`config.mk`:
```
export PLATFORM = sky130hd
export DESIGN_NAME = string_escape_utf8_decoder
export DESIGN_NICKNAME = d
export VERILOG_FILES = /design/src/sv/seud_pkg.sv /design/src/sv/string_escape_utf8_decoder.sv /design/src/sv/seud_ctrl.sv /design/src/sv/seud_dpath.sv
export SDC_FILE = /design/constraint.sdc
export NUM_CORES = 1
export LEC_CHECK = 0
export BUFFER_PORTS_ARGS = -buffer_cell sky130_fd_sc_hd__buf_2
export CAP_MARGIN = 10
export CORE_MARGIN = 2
export CORE_UTILIZATION = 63
export CTS_CLUSTER_DIAMETER = 80
export DETAILED_ROUTE_END_ITERATION = 8
export GPL_TIMING_DRIVEN = 1
export PLACE_DENSITY = 0.8
export SYNTH_ARGS = -nofsm -noshare
export SYNTH_HDL_FRONTEND = slang
export SYNTH_SLANG_ARGS = --single-unit
```
`constraint.sdc`:
```
create_clock -name clk -period 6.47 [get_ports clk]
set_input_delay 0.647 -clock clk [delete_from_list [all_inputs] [get_ports clk]]
set_output_delay 0.647 -clock clk [all_outputs]
set_load 0.05 [all_outputs]
```
`src/sv/seud_pkg.sv`:
```
// Shared types, character codes and helper functions for the string unescaper.
// Used by seud_ctrl, seud_dpath and string_escape_utf8_decoder. No dependencies.
`timescale 1ns / 1ps

package seud_pkg;

	// Decoder modes
	localparam logic [1:0] MODE_TEXT = 2'd0;
	localparam logic [1:0] MODE_ESC  = 2'd1;
	localparam logic [1:0] MODE_HEX  = 2'd2;
	localparam logic [1:0] MODE_LOOK = 2'd3;

	// Character codes
	localparam logic [7:0] CH_QUOTE = 8'h22;
	localparam logic [7:0] CH_BSL   = 8'h5C;
	localparam logic [7:0] CH_SLASH = 8'h2F;
	localparam logic [7:0] CH_LF    = 8'h0A;
	localparam logic [7:0] CH_B     = 8'h62;
	localparam logic [7:0] CH_F     = 8'h66;
	localparam logic [7:0] CH_N     = 8'h6E;
	localparam logic [7:0] CH_R     = 8'h72;
	localparam logic [7:0] CH_T     = 8'h74;
	localparam logic [7:0] CH_E     = 8'h65;
	localparam logic [7:0] CH_U     = 8'h75;
	localparam logic [7:0] CH_BS    = 8'h08;
	localparam logic [7:0] CH_FF    = 8'h0C;
	localparam logic [7:0] CH_CR    = 8'h0D;
	localparam logic [7:0] CH_TAB   = 8'h09;
	localparam logic [7:0] CH_ESC   = 8'h1B;

	// Surrogate prefixes (top six bits of a 16-bit code unit)
	localparam logic [5:0] SURR_HI = 6'b110110;
	localparam logic [5:0] SURR_LO = 6'b110111;

	// Depth of the held-byte store, replay queue and emission list
	localparam int HOLD_DEPTH = 6;

	// One result item
	typedef struct packed {
		logic       unterm;
		logic       done;
		logic       valid;
		logic [7:0] data;
	} res_t;

	// Controller to datapath
	typedef struct packed {
		logic load;
		logic step;
		logic finish;
	} cmd_t;

	// Datapath to controller
	typedef struct packed {
		logic work_left;
		logic stall;
	} stat_t;

	typedef struct packed {
		logic [3:0][7:0] b;
		logic [2:0]      n;
	} utf8_t;

	typedef struct packed {
		logic       ok;
		logic [3:0] v;
	} hex_t;

	function automatic hex_t hex_decode(input logic [7:0] c);
		hex_t r;
		r.ok = 1'b1;
		r.v  = 4'd0;
		if (c >= 8'h30 && c <= 8'h39) begin
			r.v = c[3:0];
		end else if ((c >= 8'h61 && c <= 8'h66) || (c >= 8'h41 && c <= 8'h46)) begin
			r.v = c[3:0] + 4'd9;
		end else begin
			r.ok = 1'b0;
		end
		return r;
	endfunction

	// UTF-8 encoding of a code point up to U+10FFFF
	function automatic utf8_t utf8_enc(input logic [20:0] cp);
		utf8_t u;
		u.b = '0;
		if (cp < 21'h80) begin
			u.b[0] = cp[7:0];
			u.n    = 3'd1;
		end else if (cp < 21'h800) begin
			u.b[0] = {3'b110, cp[10:6]};
			u.b[1] = {2'b10, cp[5:0]};
			u.n    = 3'd2;
		end else if (cp <= 21'hFFFF) begin
			u.b[0] = {4'b1110, cp[15:12]};
			u.b[1] = {2'b10, cp[11:6]};
			u.b[2] = {2'b10, cp[5:0]};
			u.n    = 3'd3;
		end else begin
			u.b[0] = {5'b11110, cp[20:18]};
			u.b[1] = {2'b10, cp[17:12]};
			u.b[2] = {2'b10, cp[11:6]};
			u.b[3] = {2'b10, cp[5:0]};
			u.n    = 3'd4;
		end
		return u;
	endfunction

endpackage

```
`src/sv/string_escape_utf8_decoder.sv`:
```
// Top level of the string-literal unescaper with UTF-8 output.
// Depends on seud_pkg, seud_ctrl and seud_dpath.
//
// Channel  Dir  Beat                 Contents
// s_*      in   one source byte      tdata: src_byte; tuser: end_of_source
// m_*      out  one decoded result   tdata: out_byte; tuser: flags; tlast: last of request
//
// A request is accepted, then runs its decode steps and a closing finish step
// that releases its last result. There is one step per source byte fed
// (replayed bytes included) and one per byte emitted from an escape expansion.
// Each result is held in a pending register until the next result or the end
// of the request is known. Reset clears all control state; m_tready low while
// the output register is full stalls the decode steps.
`timescale 1ns / 1ps

module string_escape_utf8_decoder (
	input  logic        clk,
	input  logic        arst_n,
	input  logic        s_tvalid,
	output logic        s_tready,
	input  logic [7:0]  s_tdata,   // [7:0] src_byte
	input  logic [0:0]  s_tuser,   // [0] end_of_source
	output logic        m_tvalid,
	input  logic        m_tready,
	output logic [7:0]  m_tdata,   // [7:0] out_byte
	output logic [2:0]  m_tuser,   // [0] byte_valid, [1] string_done, [2] unterminated
	output logic        m_tlast
);

	seud_pkg::cmd_t  cmd;
	seud_pkg::stat_t stat;
	seud_pkg::res_t  res;

	seud_ctrl u_ctrl (
		.clk      (clk),
		.arst_n   (arst_n),
		.in_valid (s_tvalid),
		.in_ready (s_tready),
		.stat     (stat),
		.cmd      (cmd)
	);

	seud_dpath u_dpath (
		.clk       (clk),
		.arst_n    (arst_n),
		.cmd       (cmd),
		.stat      (stat),
		.in_byte   (s_tdata),
		.in_eos    (s_tuser[0]),
		.out_valid (m_tvalid),
		.out_ready (m_tready),
		.out_res   (res),
		.out_last  (m_tlast)
	);

	assign m_tdata = res.data;
	assign m_tuser = {res.unterm, res.done, res.valid};

endmodule

```
`src/sv/seud_ctrl.sv`:
```
// Controller: input handshake and sequencing of decode steps for one request.
// Depends on seud_pkg.
`timescale 1ns / 1ps

module seud_ctrl (
	input  logic            clk,
	input  logic            arst_n,
	input  logic            in_valid,
	output logic            in_ready,
	input  seud_pkg::stat_t stat,
	output seud_pkg::cmd_t  cmd
);

	localparam logic ST_IDLE = 1'b0;
	localparam logic ST_RUN  = 1'b1;

	logic state_q;

	// Command decode
	always_comb begin
		in_ready   = (state_q == ST_IDLE);
		cmd.load   = (state_q == ST_IDLE) && in_valid;
		cmd.step   = (state_q == ST_RUN) && !stat.stall && stat.work_left;
		cmd.finish = (state_q == ST_RUN) && !stat.stall && !stat.work_left;
	end

	// State register
	always_ff @(posedge clk or negedge arst_n) begin
		if (!arst_n) begin
			state_q <= ST_IDLE;
		end else begin
			unique case (state_q)
				ST_IDLE: if (cmd.load) state_q <= ST_RUN;
				ST_RUN:  if (cmd.finish) state_q <= ST_IDLE;
				default: state_q <= ST_IDLE;
			endcase
		end
	end

endmodule

```
`src/sv/seud_dpath.sv`:
```
// Datapath: decoder state, held bytes, replay queue, emission list and output stages.
// Depends on seud_pkg.
`timescale 1ns / 1ps

module seud_dpath (
	input  logic            clk,
	input  logic            arst_n,
	input  seud_pkg::cmd_t  cmd,
	output seud_pkg::stat_t stat,
	input  logic [7:0]      in_byte,
	input  logic            in_eos,
	output logic            out_valid,
	input  logic            out_ready,
	output seud_pkg::res_t  out_res,
	output logic            out_last
);

	localparam int D = seud_pkg::HOLD_DEPTH;

	// Decoder state
	logic [1:0]  mode_q, n_mode;
	logic [15:0] acc_q, n_acc;
	logic [15:0] hs_q, n_hs;
	logic [2:0]  hn_q, n_hn;
	logic [7:0]  held_q [D];
	logic [7:0]  n_held [D];
	// Replay queue
	logic [7:0]  fq_q [D];
	logic [7:0]  n_fq [D];
	logic [2:0]  fq_n_q, n_fq_n, fq_p_q, n_fq_p;
	logic        eos_q, n_eos;
	// Emission list
	logic [7:0]  em_q [D];
	logic [7:0]  n_em [D];
	logic [2:0]  em_n_q, n_em_n, em_p_q, n_em_p;
	// Pending result and output register
	logic           pend_v_q, out_v_q, out_last_q;
	seud_pkg::res_t pend_q, out_q;

	logic           push;
	seud_pkg::res_t push_r;
	logic [7:0]     b;
	seud_pkg::hex_t hx;
	logic [15:0]    acc_sh;
	logic           look_ok, out_free;
	seud_pkg::utf8_t u_hex, u_hs, u_pair;

	assign b      = fq_q[fq_p_q];
	assign hx     = seud_pkg::hex_decode(b);
	assign acc_sh = {acc_q[11:0], hx.v};
	assign u_hex  = seud_pkg::utf8_enc({5'd0, acc_sh});
	assign u_hs   = seud_pkg::utf8_enc({5'd0, hs_q});
	assign u_pair = seud_pkg::utf8_enc(21'h10000 + {1'b0, hs_q[9:0], acc_sh[9:0]});

	assign out_free       = !out_v_q || out_ready;
	assign stat.stall     = pend_v_q && !out_free;
	assign stat.work_left = (em_p_q != em_n_q) || (fq_p_q != fq_n_q) || eos_q;

	// Look-ahead match for the low-surrogate escape
	always_comb begin
		if (hn_q == 3'd0) begin
			look_ok = (b == seud_pkg::CH_BSL);
		end else if (hn_q == 3'd1) begin
			look_ok = (b == seud_pkg::CH_U);
		end else begin
			look_ok = hx.ok && (hn_q < 3'(D));
		end
	end

	// One decode step
	always_comb begin
		n_mode = mode_q;
		n_acc  = acc_q;
		n_hs   = hs_q;
		n_hn   = hn_q;
		n_held = held_q;
		n_fq   = fq_q;
		n_fq_n = fq_n_q;
		n_fq_p = fq_p_q;
		n_eos  = eos_q;
		n_em   = em_q;
		n_em_n = em_n_q;
		n_em_p = em_p_q;
		push   = 1'b0;
		push_r = '0;

		if (em_p_q != em_n_q) begin
			// drain emission list first
			push        = 1'b1;
			push_r.valid = 1'b1;
			push_r.data  = em_q[em_p_q];
			n_em_p      = em_p_q + 3'd1;
		end else if (fq_p_q != fq_n_q) begin
			unique case (mode_q)
				seud_pkg::MODE_ESC: begin
					n_fq_p = fq_p_q + 3'd1;
					n_mode = seud_pkg::MODE_TEXT;
					push_r.valid = 1'b1;
					push = 1'b1;
					case (b)
						seud_pkg::CH_QUOTE, seud_pkg::CH_BSL, seud_pkg::CH_SLASH:
							push_r.data = b;
						seud_pkg::CH_B: push_r.data = seud_pkg::CH_BS;
						seud_pkg::CH_F: push_r.data = seud_pkg::CH_FF;
						seud_pkg::CH_N: push_r.data = seud_pkg::CH_LF;
						seud_pkg::CH_R: push_r.data = seud_pkg::CH_CR;
						seud_pkg::CH_T: push_r.data = seud_pkg::CH_TAB;
						seud_pkg::CH_E: push_r.data = seud_pkg::CH_ESC;
						seud_pkg::CH_U: begin
							push   = 1'b0;
							n_mode = seud_pkg::MODE_HEX;
							n_acc  = '0;
							n_hn   = '0;
						end
						default: begin
							// unknown escape kept verbatim
							push    = 1'b0;
							n_em[0] = seud_pkg::CH_BSL;
							n_em[1] = b;
							n_em_n  = 3'd2;
							n_em_p  = 3'd0;
						end
					endcase
				end
				seud_pkg::MODE_HEX: begin
					if (!hx.ok) begin
						// malformed: backslash, u, held digits; byte handled again
						n_em[0] = seud_pkg::CH_BSL;
						n_em[1] = seud_pkg::CH_U;
						for (int i = 0; i < D - 2; i++) n_em[i+2] = held_q[i];
						n_em_n = hn_q + 3'd2;
						n_em_p = 3'd0;
						n_mode = seud_pkg::MODE_TEXT;
						n_acc  = '0;
						n_hn   = '0;
						n_hs   = '0;
					end else begin
						n_fq_p       = fq_p_q + 3'd1;
						n_held[hn_q] = b;
						if (hn_q == 3'd3) begin
							n_acc = '0;
							n_hn  = '0;
							n_hs  = '0;
							if (acc_sh[15:10] == seud_pkg::SURR_HI) begin
								n_hs   = acc_sh;
								n_mode = seud_pkg::MODE_LOOK;
							end else begin
								n_mode = seud_pkg::MODE_TEXT;
								for (int i = 0; i < 4; i++) n_em[i] = u_hex.b[i];
								n_em_n = u_hex.n;
								n_em_p = 3'd0;
							end
						end else begin
							n_acc = acc_sh;
							n_hn  = hn_q + 3'd1;
						end
					end
				end
				seud_pkg::MODE_LOOK: begin
					if (!look_ok || (hn_q == 3'd5 && acc_sh[15:10] != seud_pkg::SURR_LO)) begin
						// lone high surrogate, then replay held bytes and this byte
						for (int i = 0; i < 3; i++) n_em[i] = u_hs.b[i];
						n_em_n = 3'd3;
						n_em_p = 3'd0;
						for (int i = 0; i < D; i++) begin
							if (3'(i) < hn_q) n_fq[i] = held_q[i];
							else if (3'(i) == hn_q) n_fq[i] = b;
						end
						n_fq_n = hn_q + 3'd1;
						n_fq_p = 3'd0;
						n_mode = seud_pkg::MODE_TEXT;
						n_acc  = '0;
						n_hn   = '0;
						n_hs   = '0;
					end else if (hn_q < 3'd5) begin
						n_fq_p       = fq_p_q + 3'd1;
						n_held[hn_q] = b;
						n_hn         = hn_q + 3'd1;
						if (hn_q >= 3'd2) n_acc = acc_sh;
					end else begin
						// surrogate pair complete
						n_fq_p = fq_p_q + 3'd1;
						for (int i = 0; i < 4; i++) n_em[i] = u_pair.b[i];
						n_em_n = u_pair.n;
						n_em_p = 3'd0;
						n_mode = seud_pkg::MODE_TEXT;
						n_acc  = '0;
						n_hn   = '0;
						n_hs   = '0;
					end
				end
				default: begin
					n_fq_p = fq_p_q + 3'd1;
					if (b == seud_pkg::CH_QUOTE) begin
						push        = 1'b1;
						push_r.done = 1'b1;
						n_mode      = seud_pkg::MODE_TEXT;
						n_acc       = '0;
						n_hn        = '0;
						n_hs        = '0;
					end else if (b == seud_pkg::CH_LF) begin
						n_mode = seud_pkg::MODE_TEXT;
					end else if (b == seud_pkg::CH_BSL) begin
						n_mode = seud_pkg::MODE_ESC;
					end else begin
						push         = 1'b1;
						push_r.valid = 1'b1;
						push_r.data  = b;
					end
				end
			endcase
		end else begin
			// end of source: flush pending escape, then flag
			n_mode = seud_pkg::MODE_TEXT;
			n_acc  = '0;
			n_hn   = '0;
			n_hs   = '0;
			unique case (mode_q)
				seud_pkg::MODE_ESC: begin
					push         = 1'b1;
					push_r.valid = 1'b1;
					push_r.data  = seud_pkg::CH_BSL;
				end
				seud_pkg::MODE_HEX: begin
					n_em[0] = seud_pkg::CH_BSL;
					n_em[1] = seud_pkg::CH_U;
					for (int i = 0; i < D - 2; i++) n_em[i+2] = held_q[i];
					n_em_n = hn_q + 3'd2;
					n_em_p = 3'd0;
				end
				seud_pkg::MODE_LOOK: begin
					for (int i = 0; i < 3; i++) n_em[i] = u_hs.b[i];
					n_em_n = 3'd3;
					n_em_p = 3'd0;
					for (int i = 0; i < D; i++) begin
						if (3'(i) < hn_q) n_fq[i] = held_q[i];
					end
					n_fq_n = hn_q;
					n_fq_p = 3'd0;
				end
				default: begin
					push          = 1'b1;
					push_r.unterm = 1'b1;
					n_eos         = 1'b0;
				end
			endcase
		end
	end

	// Payload stores
	always_ff @(posedge clk) begin
		if (cmd.load) begin
			fq_q[0] <= in_byte;
		end else if (cmd.step) begin
			fq_q   <= n_fq;
			held_q <= n_held;
			em_q   <= n_em;
		end
		if (cmd.step && push) pend_q <= push_r;
		if ((cmd.step && push && pend_v_q) || (cmd.finish && pend_v_q)) out_q <= pend_q;
	end

	// Control and decoder state
	always_ff @(posedge clk or negedge arst_n) begin
		if (!arst_n) begin
			mode_q     <= seud_pkg::MODE_TEXT;
			acc_q      <= '0;
			hs_q       <= '0;
			hn_q       <= '0;
			fq_n_q     <= '0;
			fq_p_q     <= '0;
			eos_q      <= 1'b0;
			em_n_q     <= '0;
			em_p_q     <= '0;
			pend_v_q   <= 1'b0;
			out_v_q    <= 1'b0;
			out_last_q <= 1'b0;
		end else begin
			if (cmd.load) begin
				fq_n_q <= in_eos ? 3'd0 : 3'd1;
				fq_p_q <= 3'd0;
				eos_q  <= in_eos;
			end else if (cmd.step) begin
				mode_q <= n_mode;
				acc_q  <= n_acc;
				hs_q   <= n_hs;
				hn_q   <= n_hn;
				fq_n_q <= n_fq_n;
				fq_p_q <= n_fq_p;
				eos_q  <= n_eos;
				em_n_q <= n_em_n;
				em_p_q <= n_em_p;
			end
			// pending result moves out once the next one or the end is known
			if ((cmd.step && push && pend_v_q) || (cmd.finish && pend_v_q)) begin
				out_v_q    <= 1'b1;
				out_last_q <= cmd.finish;
			end else if (out_ready) begin
				out_v_q <= 1'b0;
			end
			if (cmd.step && push) pend_v_q <= 1'b1;
			else if (cmd.finish) pend_v_q <= 1'b0;
		end
	end

	assign out_valid = out_v_q;
	assign out_res   = out_q;
	assign out_last  = out_last_q;

endmodule

```
After elaboration in Yosys (flattened, before gate mapping)

Index checks and enable logic that the tools add are counted.

Bits in registers: 216
Output and inout bits: 14

Add/sub/neg operators: 6
$lt $le $gt $ge: 26
Equal/unequal tests: 59
Mux-type cells: 177
Bitwise gates (word level): 7
Reductions and logical operators: 68

Operators with widths:

| operator               | number |
|---|---|
| $mux W48               | 10 |
| $mux W8                | 29 |
| $mux W16               | 13 |
| $mux W32               | 4 |
| $mux W3                | 37 |
| $mux W27               | 4 |
| $pmux W16 S3           | 2 |
| $pmux W48 S2           | 1 |
| $mux W12               | 7 |
| $mux W19               | 4 |
| $mux W24               | 3 |
| $eq A8 B7 Y1 const B   | 8 |
| $pmux W8 S7            | 1 |
| $reduce_and A7 Y1      | 7 |
| $bmux W8 S3            | 2 |
| $bwmux W48             | 1 |
| $pmux W24 S2           | 1 |
| $mux W9                | 5 |
| $pmux W12 S3           | 1 |
| $mux W11               | 3 |
| $lt A16 B12 Y1 const B | 2 |
| $lt A16 B8 Y1 const B  | 2 |
| $pmux W16 S2           | 1 |
| $ne A3 B3 Y1 const B   | 10 |
| 66 further kinds       | 185 |

Longest topological paths before layout

Gate-level depths: netlist of run 1.

Depth in word-level cells: 20
Depth in mapped cells: 20
Mapped depth without buffers: 14

Hierarchy

A second synthesis of run 1 with hierarchy kept.

Cells, all modules: 1180
Area total of the unflattened synthesis: 12065.3 um^2

Modules (own cells, without submodules):

| module     | times used | cells each | area an instance (um^2) | sequential area each (um^2) |
|---|---|---|---|---|
| seud_dpath | 1          | 1173       | 11986.5                 | 6211.0 |
| seud_ctrl  | 1          | 7          | 78.8                    | 25.0 |

Least setup slack after synthesis of run 1

No wires, ideal clock.

Kind: reg-to-reg
Start point: reg u_dpath.fq_p_q[1]
End point: reg u_dpath.em_q[0] in the netlist's numbering, enable pin
Setup time: 409 ps
Arrival: 4646 ps
Required time: 6061 ps
Setup slack: 1415 ps
Cell stages (with the launch flop): 16
Buffers on the path: 4
Cells stage by stage: dfrtp_1 buf_2 clkbuf_1 nor2_1 a222oi_1 clkbuf_1 inv_1 ha_1 clkbuf_1 or3_1 o32ai_1 o22ai_1 a22o_2 nor2_1 nor2_1 nor3_1

Cells in the longest elaborated chain, start to end: 11
Elaborated cells on any way between the ends: 22

Ends and longest elaborated chain:

| what                                                | RTL line          | source |
|---|---|---|
| from (decl)                                         | seud_dpath.sv:30  | `logic [2:0] fq_n_q, n_fq_n, fq_p_q, n_fq_p;` |
| from (signal assigned)                              | seud_dpath.sv:289 | `fq_p_q <= n_fq_p;` |
| $not A3 Y4 (not written as such) (*)                | seud_dpath.sv:48  | `assign b = fq_q[fq_p_q];` |
| $bmux W8 S3 (*)                                     | seud_dpath.sv:48  |  |
| $mux W8 (not written as such) (*) (2 in a row)      | seud_dpath.sv:48  |  |
| named net u_dpath.b[1]                              | seud_dpath.sv:42  | `logic [7:0] b;` |
| $ge A8 B7 Y1 / $le A8 B7 Y1 (equally long branches) | seud_pkg.sv:75    | `end else if ((c >= 8'h61 && c <= 8'h66) \|\| (c >= 8'h41 && c <= 8'h46)) begin` |
| $logic_and A1 B1 Y1                                 | seud_pkg.sv:75    |  |
| $logic_or A1 B1 Y1                                  | seud_pkg.sv:75    |  |
| $mux W1                                             | seud_pkg.sv:75    |  |
| $mux W1 (*)                                         | seud_pkg.sv:73    | `if (c >= 8'h30 && c <= 8'h39) begin` |
| $ne A2 B2 Y1 (no line) (*)                          | --                |  |
| $reduce_and A5 Y1 (no line) (*)                     | --                |  |
| to (signal assigned)                                | seud_dpath.sv:257 | `em_q <= n_em;` |
| to (decl)                                           | seud_dpath.sv:33  | `logic [7:0] em_q [D];` |

The timed path passes the listed nets; every way through them passes the cells marked *. The select of a mux whose other input is x is not followed.
A chain may end at the register's enable or synchronous reset.

Worst setup path after layout of run 1

Start point: reg u_dpath.fq_p_q[0]
End point: reg u_dpath.fq_q[17] in the netlist's numbering, enable pin

Cells in the longest elaborated chain, start to end: 16
Elaborated cells on any way between the ends: 31

Ends and longest elaborated chain:

| what                                                          | RTL line          | source |
|---|---|---|
| $not A3 Y4 (not written as such) (*)                          | seud_dpath.sv:48  |  |
| $bmux W8 S3 (*)                                               | seud_dpath.sv:48  |  |
| $mux W8 (not written as such) (*) (2 in a row)                | seud_dpath.sv:48  |  |
| named net u_dpath.b[1]                                        | seud_dpath.sv:42  |  |
| $ge A8 B7 Y1 / $le A8 B7 Y1 (equally long branches)           | seud_pkg.sv:75    |  |
| $logic_and A1 B1 Y1                                           | seud_pkg.sv:75    |  |
| $logic_or A1 B1 Y1                                            | seud_pkg.sv:75    |  |
| $mux W1                                                       | seud_pkg.sv:75    |  |
| $mux W1                                                       | seud_pkg.sv:73    |  |
| $logic_and A1 B1 Y1                                           | seud_dpath.sv:66  | `look_ok = hx.ok && (hn_q < 3'(D));` |
| $mux W1                                                       | seud_dpath.sv:63  | `end else if (hn_q == 3'd1) begin` |
| $mux W1 (*)                                                   | seud_dpath.sv:61  | `if (hn_q == 3'd0) begin` |
| $logic_not A1 Y1 (*)                                          | seud_dpath.sv:160 | `if (!look_ok \|\| (hn_q == 3'd5 && acc_sh[15:10] != seud_pkg::SURR_LO)) begin` |
| $logic_or A1 B1 Y1 (*)                                        | seud_dpath.sv:160 |  |
| $ne A3 B3 Y1 (no line) / $ne A2 B2 Y1 (equally long branches) | --                |  |
| $reduce_and A7 Y1 (no line) (*)                               | --                |  |
| to (signal assigned)                                          | seud_dpath.sv:255 | `fq_q <= n_fq;` |
| to (decl)                                                     | seud_dpath.sv:28  | `logic [7:0] fq_q [D];` |

Marks and branches as above.

==> flow_summary.json, run 1 <==
{
  "avgSynthCellArea_um2": 10.2,
  "diodes": 0,
  "post-route-min-period_ns": 5.77,
  "synth.area.top_cells": "edfxtp_1 41%, dfrtp_1 10%, nand2_1 4.8%",
  "use_met1": 0.576,
  "h-tree-depth": 1,
  "crit_arrival_ns": 5.91,
  "async_flop_share": 0.231,
  "cts_made_buffers": 22,
  "cts_hold_buf": 0,
  "yosysTopAreaCellShare": 0.415,
  "fillers": 1407,
  "hold_path.class": "in2async",
  "timing.max_cap.violations": 0,
  "timing.final.setup_violations": 0,
  "initial_core_util": 0.643,
  "seqPwrFrac": 0.324,
  "required_ns": 6.61,
  "synth-edff-count": 166,
  "numPortBuffers": 26,
  "dr.pass1.iters": 7,
  "cts_tree": "built",
  "ff2ff_setup_slack_ns": 0.70,
  "critPathLaunchType": "register",
  "cts_setup_buffers": 0,
  "comb_power_share": 0.469,
  "ys_ff_latch": 216,
  "grt_pass1_vias": 9272,
  "numClockSinks": 216,
  "grt_use_met2": 0.558,
  "synthFlopType": "edfxtp_1",
  "totalPowerFinal_mw": 6.10,
  "area_delta_synth_final_pct": 9.32,
  "routedWlPerCell_um": 27.0,
  "post_cts_resized": 0,
  "fp.dieH_um": 142,
  "vdd.ir_drop.worst_mv": 0.291,
  "worstSetupPathType": "reg2reg",
  "grt_first_pass_wirelength_mm": 57.6,
  "timing.fmax_mhz": 173,
  "coreArea_um2": 18700,
  "post_drt_via_cell_ratio": 7.16,
  "max_slew.worst_pin.slew_ns": 1.13,
  "synthCells": 1175,
  "top_usage_layer": "met1",
  "swShare": 0.439,
  "ys_warn_count": 0,
  "final_max_slew_viol_count": 0,
  "clk_latency_ns": 0.52,
  "place_congestion": 1.09,
  "fp.dieW_um": 142,
  "synth_cell_types": 87,
  "p_switching_mw": 2.68,
  "drt_iter0_drc": 1762,
  "rsz0062_at_grt": "false",
  "synth_fp_nets": 1203,
  "cp_max_fo": 13,
  "cts.reportedPaths.clkPinSlew_ns": 0.07,
  "yosysTopAreaCell": "edfxtp_1",
  "min_period_over_period": 0.892,
  "p_int_mw": 3.43,
  "globalRouteOverflowTotal": 0,
  "status": "finished clean",
  "vias": 10300,
  "cts.path.max_buffers": 3,
  "antenna_left": 0,
  "grtUsageMet3": 0.0804,
  "ios": 27,
  "fin_skew_ns": 0.0198,
  "fp.dieArea_um2": 20200,
  "row_count": 50,
  "max_slew_margin": 0.244,
  "tns_ns": 0,
  "track_usage": 0.384,
  "grt_start_max_net_pins": 51,
  "pwr_density_cell_nw_per_um2": 464,
  "cts_root_buffer": "clkbuf_16",
  "endpoint_kind": "register",
  "layout-drive-gt1-share": 0.126,
  "antenna_found_initial": 1,
  "hpwl_mm": 28.1,
  "synth_area_um2": 12000,
  "clock_power_share": 0.207,
  "drc": 0,
  "layout.nets": 1211,
  "power.leakage_nw": 4.74,
  "hold_viol_final": 0,
  "drt-total-wl_mm": 38.7,
  "ys_seq_area_frac": 0.519
}
## state kept, by name (all words and copies together), names as in the netlist, 11 cells and up
signal	flops
u_dpath.em_q	48
u_dpath.fq_q	48
u_dpath.held_q	48
u_dpath.hs_q	16
u_dpath.acc_q	12
u_dpath.out_res	11
u_dpath.pend_q	11
## through the flow
step / hold slack (ns) / setup WS, ns / instances / utilization / cell area, um^2
final: 0.256 / 0.698 / 1433 / 0.703 / 13100
after global routing: 0.315 / 0.421 / 1433 / 0.703 / 13100
after CTS: 0.263 / 0.752 / 1431 / 0.702 / 13100
after detailed placement: 0.405 / 0.862 / 1391 / 0.663 / 12400
after global placement: 0.401 / 1.05 / 1391 / 0.663 / 12400
after floorplan: 0.351 / 1.41 / 1175 / - / 12000
## critical path, cell delays in order (launching register included)
cell      delay (ns)
dfrtp_1         0.74
mux2_2          0.42
a222oi_1        0.70
buf_4           0.31
inv_1           0.16
ha_1            0.34
or3_1           0.41
o32ai_1         0.12
o22ai_1         0.15
a22o_2          0.30
o21ai_1         0.23
a211oi_2        0.18
nor2_1          0.40
nand2_1         0.24
nor2_1          0.67
## per-layer routing
metal  vias up  share of wire  routed length [um]
met2       749           0.42               16200
met3       146           0.13                5080
met5         -        0.00034                  13
li1       4458              -                   -
met1      4905           0.40               15400
met4         2          0.051                1970
## Yosys cell counts (12+ instances only)
cell type,number
nand2_1,154
or3_1,12
dfrtp_1,50
mux2i_1,47
and2_1,12
a31oi_1,13
o31ai_1,21
xnor2_1,12
nand3_1,23
a211oi_1,12
o211ai_1,17
ha_1,15
nor4_1,12
clkbuf_1,64
edfxtp_1,166
a21oi_1,80
nor2_1,98
inv_1,21
nor3_1,29
o21ai_0,84
a22o_1,14
## cell type report
| type | count | area (um^2) | share of cell area |
|---|---|---|---|
| repair buffers | 67 | 444 | 0.0338 |
| well taps | 234 | 293 | 0.0223 |
| clock inverters | 17 | 169 | 0.0129 |
| flip-flops and latches | 216 | 6240 | 0.474 |
| inverters | 25 | 96.3 | 0.00733 |
| multi-input cells | 851 | 5350 | 0.407 |
| clock buffers | 23 | 554 | 0.0422 |
## power by group through the flow
stage / clock network [mW] / logic (mW) / registers [mW]
3_5_place_dp: 0 / 2.74 / 2.00
2_1_floorplan: 0 / 1.80 / 2.06
5_1_grt: 1.32 / 3.01 / 1.99
4_1_cts: 1.27 / 2.75 / 1.97
6_report: 1.26 / 2.86 / 1.97
3_3_place_gp: 0 / 2.70 / 1.99
## cell families (layout without fill, tap and decap cells)
kind of cell / Yosys count / after routing / synth area share
buf+inv: 108 / 132 / 0.0376
simple gates: 401 / 401 / 0.156
xor+xnor: 13 / 13 / 0.00947
fa+ha+maj: 15 / 15 / 0.0156
flops: 216 / 216 / 0.519
mux: 65 / 65 / 0.0663
compound gates: 357 / 357 / 0.196
## path summary, 6_finish.rpt
path	cells after the start	end	from
max	14	u_dpath.fq_q[17]$_DFFE_PP_	u_dpath.fq_p_q[0]$_DFFE_PN0P_
min	2	u_dpath.em_p_q[0]$_DFFE_PN0P_	arst_n
max reg2reg	14	u_dpath.fq_q[17]$_DFFE_PP_	u_dpath.fq_p_q[0]$_DFFE_PN0P_
min reg2reg	0	u_dpath.out_res[5]$_DFFE_PP_	u_dpath.pend_q[5]$_DFFE_PP_
max in group asynchronous	2	u_dpath.hs_q[8]$_DFFE_PN0P_	arst_n
min in group clk	2	u_ctrl.state_q$_DFF_PN0_	s_tvalid
## cells in the final DEF (no fill, tap or decap), types with 10 or more instances in the layout
| cell | count |
|---|---|
| a31oi_1 | 13 |
| a22o_1 | 14 |
| nor2b_1 | 10 |
| nor3_1 | 27 |
| a211oi_1 | 12 |
| dfrtp_1 | 50 |
| nand3_1 | 22 |
| nand2_1 | 154 |
| or3_1 | 12 |
| inv_1 | 21 |
| a21oi_1 | 80 |
| o21ai_0 | 84 |
| ha_1 | 15 |
| o22ai_1 | 11 |
| edfxtp_1 | 166 |
| mux4_2 | 11 |
| nor2_1 | 98 |
| xnor2_1 | 12 |
| o21ai_1 | 11 |
| and2_1 | 12 |
| o211ai_1 | 17 |
| nor4_1 | 12 |
| o31ai_1 | 21 |
| mux2i_1 | 47 |
| buf_4 | 39 |
| clkbuf_16 | 22 |
| buf_2 | 26 |
(Power assumes the default switching activity.)
==> inputs of run 2 (changes only) <==
--- a/config.mk
+++ b/config.mk
@@ -5,6 +5,7 @@
 export SDC_FILE = /design/constraint.sdc
 export NUM_CORES = 1
 export LEC_CHECK = 0
+export ABC_AREA = 1
 export BUFFER_PORTS_ARGS = -buffer_cell sky130_fd_sc_hd__buf_2
 export CAP_MARGIN = 10
 export CORE_MARGIN = 2
==> flow_summary.json, run 2 <==
{
  "status": "finished clean",
  "cts.path.max_buffers": 3,
  "ys_warn_count": 0,
  "top_usage_layer": "met1",
  "max_slew.worst_pin.slew_ns": 1.02,
  "seqPwrFrac": 0.292,
  "hpwl_mm": 28.6,
  "cts_setup_buffers": 0,
  "comb_power_share": 0.537,
  "p_int_mw": 3.61,
  "synth_fp_nets": 1456,
  "finalNonFillerCells": 1723,
  "coreArea_um2": 19300,
  "grt_use_met2": 0.552,
  "tns_ns": 0,
  "final_design_area_no_fill_um2": 13300,
  "grt_pass1_vias": 9796,
  "area_delta_synth_final_pct": 8.06,
  "post-route-min-period_ns": 5.28,
  "use_met1": 0.566,
  "p_switching_mw": 3.63,
  "pwr_density_cell_nw_per_um2": 545,
  "synth.area.top_cells": "edfxtp_1 41%, nand2_1 11%, dfrtp_1 10%",
  "dp_cells": 1681,
  "min_period_over_period": 0.817,
  "swShare": 0.501,
  "critPathLaunchType": "register",
  "totalPowerFinal_mw": 7.24,
  "vdd.ir_drop.worst_mv": 0.383,
  "layout.nets": 1469,
  "avgSynthCellArea_um2": 8.61,
  "globalRouteOverflowTotal": 0,
  "numClockSinks": 216,
  "antenna_left": 0,
  "yosysTopAreaCell": "edfxtp_1",
  "fp.dieW_um": 144,
  "h-tree-depth": 1,
  "post_cts_resized": 0,
  "placed_cell_area_um2": 12600,
  "clock_power_share": 0.170,
  "fp.dieArea_um2": 20700,
  "dr.pass1.iters": 7,
  "synthCells": 1428,
  "max_slew_margin": 0.317,
  "seqCellArea_um2": 6240,
  "synth_cell_types": 68,
  "timing.final.setup_violations": 0,
  "worstSetupPathType": "reg2reg",
  "synth_area_um2": 12300,
  "drt-total-wl_mm": 38.7,
  "initial_core_util": 0.636,
  "layout_common_cells": "358 x nand2_1, 166 x edfxtp_1, 153 x inv_1",
  "reg_top3": "u_dpath.em_q: 48 flops, u_dpath.fq_q: 48 flops, u_dpath.held_q: 48 flops",
  "synth-edff-count": 166,
  "fillers": 1605,
  "synthFlopType": "edfxtp_1",
  "cp_max_fo": 31,
  "grt_first_pass_wirelength_mm": 58.2,
  "layout-drive-gt1-share": 0.119,
  "yosysTopAreaCellShare": 0.405,
  "track_usage": 0.381,
  "drt_iter0_drc": 1629,
  "routedWlPerCell_um": 22.4,
  "async_flop_share": 0.231,
  "antenna_found_initial": 0,
  "clk_latency_ns": 0.54,
  "synth.most_common_cell": "nand2_1",
  "final_util": 0.687,
  "cts_hold_buf": 0,
  "ys_top_cells_by_count": "358 x nand2_1, 166 x edfxtp_1, 153 x inv_1",
  "final_max_slew_viol_count": 0,
  "fin_hold_ws_ns": 0.260,
  "crit_arrival_ns": 5.45,
  "ys_ff_latch": 216,
  "place_congestion": 1.01,
  "post_drt_via_cell_ratio": 6.20,
  "hold_path.class": "in2async",
  "vias": 10700,
  "drc": 0,
  "numPortBuffers": 26,
  "grtUsageMet3": 0.0996,
  "required_ns": 6.64,
  "cts_made_buffers": 23,
  "row_count": 51,
  "fp.dieH_um": 144,
  "multi_input_area_um2": 5090,
  "timing.max_cap.violations": 0,
  "timing.fmax_mhz": 189,
  "cts_tree": "built",
  "ios": 27,
  "rsz0062_at_grt": "false",
  "hold_viol_final": 0,
  "endpoint_kind": "register",
  "cts_root_buffer": "clkbuf_16",
  "ys_seq_area_frac": 0.507,
  "layout_commonest_cell": "nand2_1",
  "power.leakage_nw": 5.49,
  "grt_start_max_net_pins": 57,
  "setup_ws_ns": 1.19,
  "pre_cts_slack_ns": 1.42,
  "fin_skew_ns": 0.0183,
  "cts.reportedPaths.clkPinSlew_ns": 0.06
}
## run 2: cell types whose count changed in the layout (fill, tap and decap cells not counted), sizes merged, moves of 12 or more
cell,before,now
or3,12,0
nand3,23,69
buf,65,41
o31ai,22,1
a31oi,14,2
nor2,99,122
mux2i,47,0
and2,14,0
nand2,155,388
o22ai,11,44
o21ai,95,158
inv,25,182
nand4,6,20
a21oi,81,52
## run 2: path summary, 6_finish.rpt
path | from | endpoint | slack, ns | depth (start not counted)
worst max-delay path | u_dpath.fq_p_q[0]$_DFFE_PN0P_ | u_dpath.held_q[6]$_DFFE_PP_ | 1.19 | 22
worst min-delay path | arst_n | u_dpath.eos_q$_DFFE_PN0P_ | 0.26 | 2
worst max register to register | u_dpath.fq_p_q[0]$_DFFE_PN0P_ | u_dpath.held_q[6]$_DFFE_PP_ | 1.19 | 22
worst min register to register | u_dpath.pend_q[2]$_DFFE_PP_ | u_dpath.out_res[2]$_DFFE_PP_ | 0.42 | 0
max in group asynchronous | arst_n | u_dpath.hs_q[7]$_DFFE_PN0P_ | 5.71 | 2
min in group clk | s_tvalid | u_ctrl.state_q$_DFF_PN0_ | 0.37 | 3
## run 2: logic make-up after synthesis
logic type	count (synthesis)	synth area share
fa+ha+maj	15	0.0153
simple gates	641	0.239
buf+inv	236	0.0800
xor+xnor	11	0.00783
compound gates	309	0.151
flops	216	0.507
## run 2: cell type report
type,instances,area share
clock inverter,6,0.00395
tap,265,0.0249
antenna,1,0.000188
inverter,183,0.0522
clock buffer,35,0.0482
sequential,216,0.469
timing repair buffer,41,0.0183
multi-input combinational,976,0.383
## run 2: routing by layer
| layer | vias to the layer above | part of all wire | wire length, um |
|---|---|---|---|
| met3 | 98 | 0.13 | 4860 |
| met4 | 0 | 0.033 | 1280 |
| li1 | 4876 | - | - |
| met1 | 5000 | 0.42 | 16200 |
| met2 | 700 | 0.42 | 16300 |
| met5 | - | 0 | 0 |
## run 2: critical path: stages (launching register included)
cell and delay [ns]:
dfrtp_1 0.32, buf_4 0.29, inv_2 0.23, o21ai_0 0.21
o22ai_1 0.09, nand2_1 0.06, nand2_1 0.38, inv_2 0.40
ha_1 0.29, nor2_1 0.08, nand2_1 0.07, nand2_1 0.10
nor2_4 0.14, a21oi_4 0.06, nand2_4 0.20, nand3_2 0.13
nand3_4 0.12, nand2_4 0.18, nand2_2 0.19, inv_2 0.12
nor2_2 0.50, inv_2 0.18, nor2_1 0.55
## run 2: power by group through the flow
stage               logic (mW)  registers, mW  clock network, mW
CTS                       3.75           2.12               1.23
global route              4.17           2.14               1.29
global placement          3.68           2.13                  0
floorplan                 2.54           2.21                  0
finish                    3.89           2.12               1.23
detailed placement        3.72           2.14                  0
